===== src/hw/rtl/gfi_pkg.sv =====
`timescale 1ns / 1ps
package gfi_pkg;

    localparam int MAX_NODES = 65536;
    localparam int NODE_AW   = $clog2(MAX_NODES);
    localparam int MAX_AXIS  = 1024;
    localparam int AXIS_W    = $clog2(MAX_AXIS);
    localparam int SIZE_W    = 11;
    localparam int DATA_W    = 32;
    localparam int CFG_AW    = 3;
    localparam int MUL_AW    = 33;
    localparam int MUL_BW    = 25;
    localparam int MUL_PW    = MUL_AW + MUL_BW;

    typedef enum logic {
        CMD_LOAD  = 1'b0,
        CMD_QUERY = 1'b1
    } t_cmd;

    typedef enum logic [CFG_AW-1:0] {
        REG_MODE        = 3'd0,
        REG_SIZE_X      = 3'd1,
        REG_SIZE_Y      = 3'd2,
        REG_SIZE_Z      = 3'd3,
        REG_ORIGIN_X    = 3'd4,
        REG_ORIGIN_Y    = 3'd5,
        REG_ORIGIN_Z    = 3'd6,
        REG_INV_SPACING = 3'd7
    } t_reg;

    localparam logic [1:0] MODE_1D = 2'd0;
    localparam logic [1:0] MODE_2D = 2'd1;

    typedef struct packed {
        t_cmd                      command;
        logic [NODE_AW-1:0]        node_index;
        logic signed [DATA_W-1:0]  node_value;
        logic signed [DATA_W-1:0]  pos_x;
        logic signed [DATA_W-1:0]  pos_y;
        logic signed [DATA_W-1:0]  pos_z;
    } t_item;

    typedef struct packed {
        logic signed [DATA_W-1:0]  potential;
        logic                      saturated;
    } t_result;

endpackage


===== src/hw/rtl/gfi_mul.sv =====
`timescale 1ns / 1ps
module gfi_mul (
    input  logic                          i_clk,
    input  logic [gfi_pkg::MUL_AW-1:0]    i_a,
    input  logic [gfi_pkg::MUL_BW-1:0]    i_b,
    output logic [gfi_pkg::MUL_PW-1:0]    o_p
);

    logic [gfi_pkg::MUL_PW-1:0] r_p;

    always_ff @(posedge i_clk) begin
        r_p <= gfi_pkg::MUL_PW'(i_a) * gfi_pkg::MUL_PW'(i_b);
    end

    assign o_p = r_p;

endmodule


===== config.mk =====
export PLATFORM = sky130hd
export DESIGN_NAME = gfi_mul
export DESIGN_NICKNAME = d
export VERILOG_FILES = /design/src/hw/rtl/gfi_pkg.sv /design/src/hw/rtl/gfi_mul.sv
export SDC_FILE = /design/constraint.sdc
export NUM_CORES = 2
export LEC_CHECK = 0
export BUFFER_PORTS_ARGS = -buffer_cell sky130_fd_sc_hd__clkbuf_2
export CORE_MARGIN = 10
export CORE_UTILIZATION = 25
export DETAILED_ROUTE_END_ITERATION = 10
export GPL_ROUTABILITY_DRIVEN = 1
export PLACE_DENSITY = 0.38
export SETUP_SLACK_MARGIN = 0.2
export SLEW_MARGIN = 15
export SYNTH_ARGS = -nofsm -noshare
export SYNTH_HDL_FRONTEND = slang
export SYNTH_SLANG_ARGS = --single-unit
export TNS_END_PERCENT = 5

===== constraint.sdc =====
create_clock -name i_clk -period 27.7 [get_ports i_clk]
set_clock_uncertainty 0.1 [all_clocks]
set_input_delay 8.31 -clock i_clk [delete_from_list [all_inputs] [get_ports i_clk]]
set_output_delay 8.31 -clock i_clk [all_outputs]
set_load 0.01 [all_outputs]

==> parameters.txt <==
Parameter                              Value

Run status
  Result of the run    completed

Place
  HPWL after detailed placement    ~69,000 um
  Number of input and output port buffers inserted    116
  Dpl cells    4,502
  Worst-case setup slack after placement    around 11 ns
  GP Congestion    approximately 0.78

Logic synthesis
  Cells after Synth    3,042
  Warnings, synthesis    0
  Count of flip-flops with a built-in enable after synthesis    0
  Mapped cell area    0.0276 mm^2
  Synthesized flop and latch total    58
  Sequential area share after synthesis    0.0421
  Mean area per synthesized cell    9.07 um^2
  Net count after synthesis    about 4,000
  Number of distinct library cells after synthesis    52
  Most used flip-flop cell after synthesis    dfxtp_1
  Share of flip-flops with an asynchronous set or reset    0

Job
  Max-cap violations    0

STA
  Number of setup violations in the final report    0
  Maximum clock frequency    0.0629 GHz
  Pin slew with the least headroom to its limit    approximately 1.2 ns
  Final sum of negative setup slack    0 ns
  Worst slew margin    0.211
  Final critical path time including I/O delays and setup    15.91 ns
  Final number of hold-violating endpoints    0
  Count of final max-slew check failures    0
  RSZ-0062 raised after global routing    false
  Final worst slack    11.79 ns
  Period Utilization, post-route    0.574

Worst setup path
  Worst setup path start    i_b[6]
  CP max-delay cell    clkbuf_2
  Ordered cell list for the critical path    clkbuf_2, nand2_1, fa_1, inv_1, fa_1, inv_1, fa_1, fa_1, inv_1, fa_1, fa_1, inv_1, fa_1, inv_1, ha_1, nand4_1, or3_1, o21a_1, o31ai_1, a21oi_1, a21oi_1, o221ai_1, xnor2_1
  Biggest fanout along the worst timing path    33
  Worst path max stage delay    0.84 ns
  Kind of critical path    input port to flop
  Arrival time of data at the critical path endpoint    between 15 and 20 ns
  Type of destination of the critical path    flop
  Crit path launch type    input port
  Crit path max-delay family    adder cells
  Data required time at the worst endpoint    27.86 ns
  Library cell appearing most often on the critical path    fa_1
  Buf+Inv Stages, Crit Path    6

Cells and area
  Number of diodes added for antenna fixing    0
  Area growth syn-to-layout    8.38%
  Final layout net count    3,999
  Top library cells by usage in the layout, fill and taps aside    751 x inv_1, 710 x fa_1, 443 x nand2_1
  Flip-flop count of the largest register, all copies and words added    58
  Final cell count without fillers    4,518
  Leading cell type in the layout, fill and taps excluded    inv_1
  Fraction of the core area covered by cells at the end of the flow    0.274
  Ratio of cells with drive above 1 in the final layout    0.0559

Clock tree
  Number of hold buffers added after CTS    0
  Clock Root Buffer    clkbuf_16
  Count of instances resized after the clock tree is built    0
  Inserted Clock Buffers    9
  TritonCTS clock tree    done
  Clock sink total    58
  Clock slew at the register clock pins of the worst setup and hold paths    0.06 ns
  CTS max path bufs    2
  Maximum level of the CTS H-tree    3
  Number of buffers added for setup after CTS    0

Route
  Mean routed wirelength per cell    20.3 um
  Number of design rule violations left after detail routing    0
  ANT nets after route    0
  Iter 0 DRT Violations    892
  Vias/cell    approximately 4.3
  Detailed-route via count    19,400
  Pre-antenna DRT Iters    5
  Final WL    91,800 um

Global routing
  Number of antenna violations at the first check in global routing    7
  Vias in the first global route    22,300
  First-pass GRT wire length    142,000 um
  GRT overflow    0
  Global-route usage over all layers    0.151
  Pin count of the biggest net entering global routing    34

Die
  Row count    121
  Die Width    352 um
  Initial cell density of the core    0.253
  Overall die area    0.124 mm^2
  Total core area    0.109 mm^2
  DIE HEIGHT    352 um
  Count of pins on the block boundary    about 120

Hold path
  WHS Path Cells    3
  Hold worst-path end    o_p[0]
  Path class of the lowest-slack min-delay path    input port to flop
  Startpoint of the lowest-slack hold path    i_a[0]
==> worst max-delay path by stage <==
stage	cells after the start	slack [ns]	endpoint
after global routing	23	11.48	o_p[54]
after global placement	21	11.52	o_p[54]
final	23	11.79	o_p[54]
after CTS	23	11.79	o_p[54]
after floorplan	24	13.05	o_p[54]
after detailed placement	23	11.39	o_p[54]
==> layout make-up <==
class / instances / area, um^2
well taps: 1476 / 1850
fillers: 11800 / 79200
repair buffers: 141 / 768
flip-flops and latches: 58 / 1160
clock buffers: 12 / 267
multi-input cells: 2076 / 23000
inverters: 751 / 2820
clock inverters: 4 / 25.0
==> synthesized netlist by cell type, drive strengths merged, types with 7 or more instances <==
library cell  count  share of area
ha              193          0.088
a21oi            55          0.010
clkbuf          156          0.021
and2            428          0.097
xnor2            34          0.011
xor2             21         0.0067
nand4            17         0.0039
fa              710           0.52
nor2             28         0.0038
dfxtp            58          0.042
o21ai            22         0.0041
nand2           443          0.060
a31oi             9         0.0020
inv             751           0.10
nand3             7         0.0013
and3              9         0.0020
o21bai            8         0.0022
a21o             42          0.011
==> kinds of logic (layout without fill, tap and decap cells) <==
group,Yosys count,after routing,synth area share
AOI/OAI and AO/OA,168,168,0.0419
xor gates and xnor gates,55,55,0.0175
adders and majority gates,903,903,0.603
buffers and inverters,908,908,0.124
DFF,58,58,0.0421
muxes,1,1,0.000363
and+or+nand+nor,949,949,0.172
==> stage by stage <==
step,cell area [um^2],hold slack (ns)
after floorplan,27600,8.34
after global routing,29900,8.39
after detailed placement,29600,8.60
after CTS,29900,8.39
after global placement,29600,8.60
final,29900,8.40
==> per-layer routing <==
layer	wire, um	part of all wire	up-vias	global-route usage
met5	34	0.00037	-	0
met4	1610	0.018	4	0.0289
met3	3160	0.034	86	0.0225
met2	47100	0.51	329	0.271
met1	39800	0.43	10200	0.190
li1	-	-	8705	-
Power is left out: the tool's default activity adds up to more than one toggle a clock period on the data nets, which glitch-free logic cannot reach.
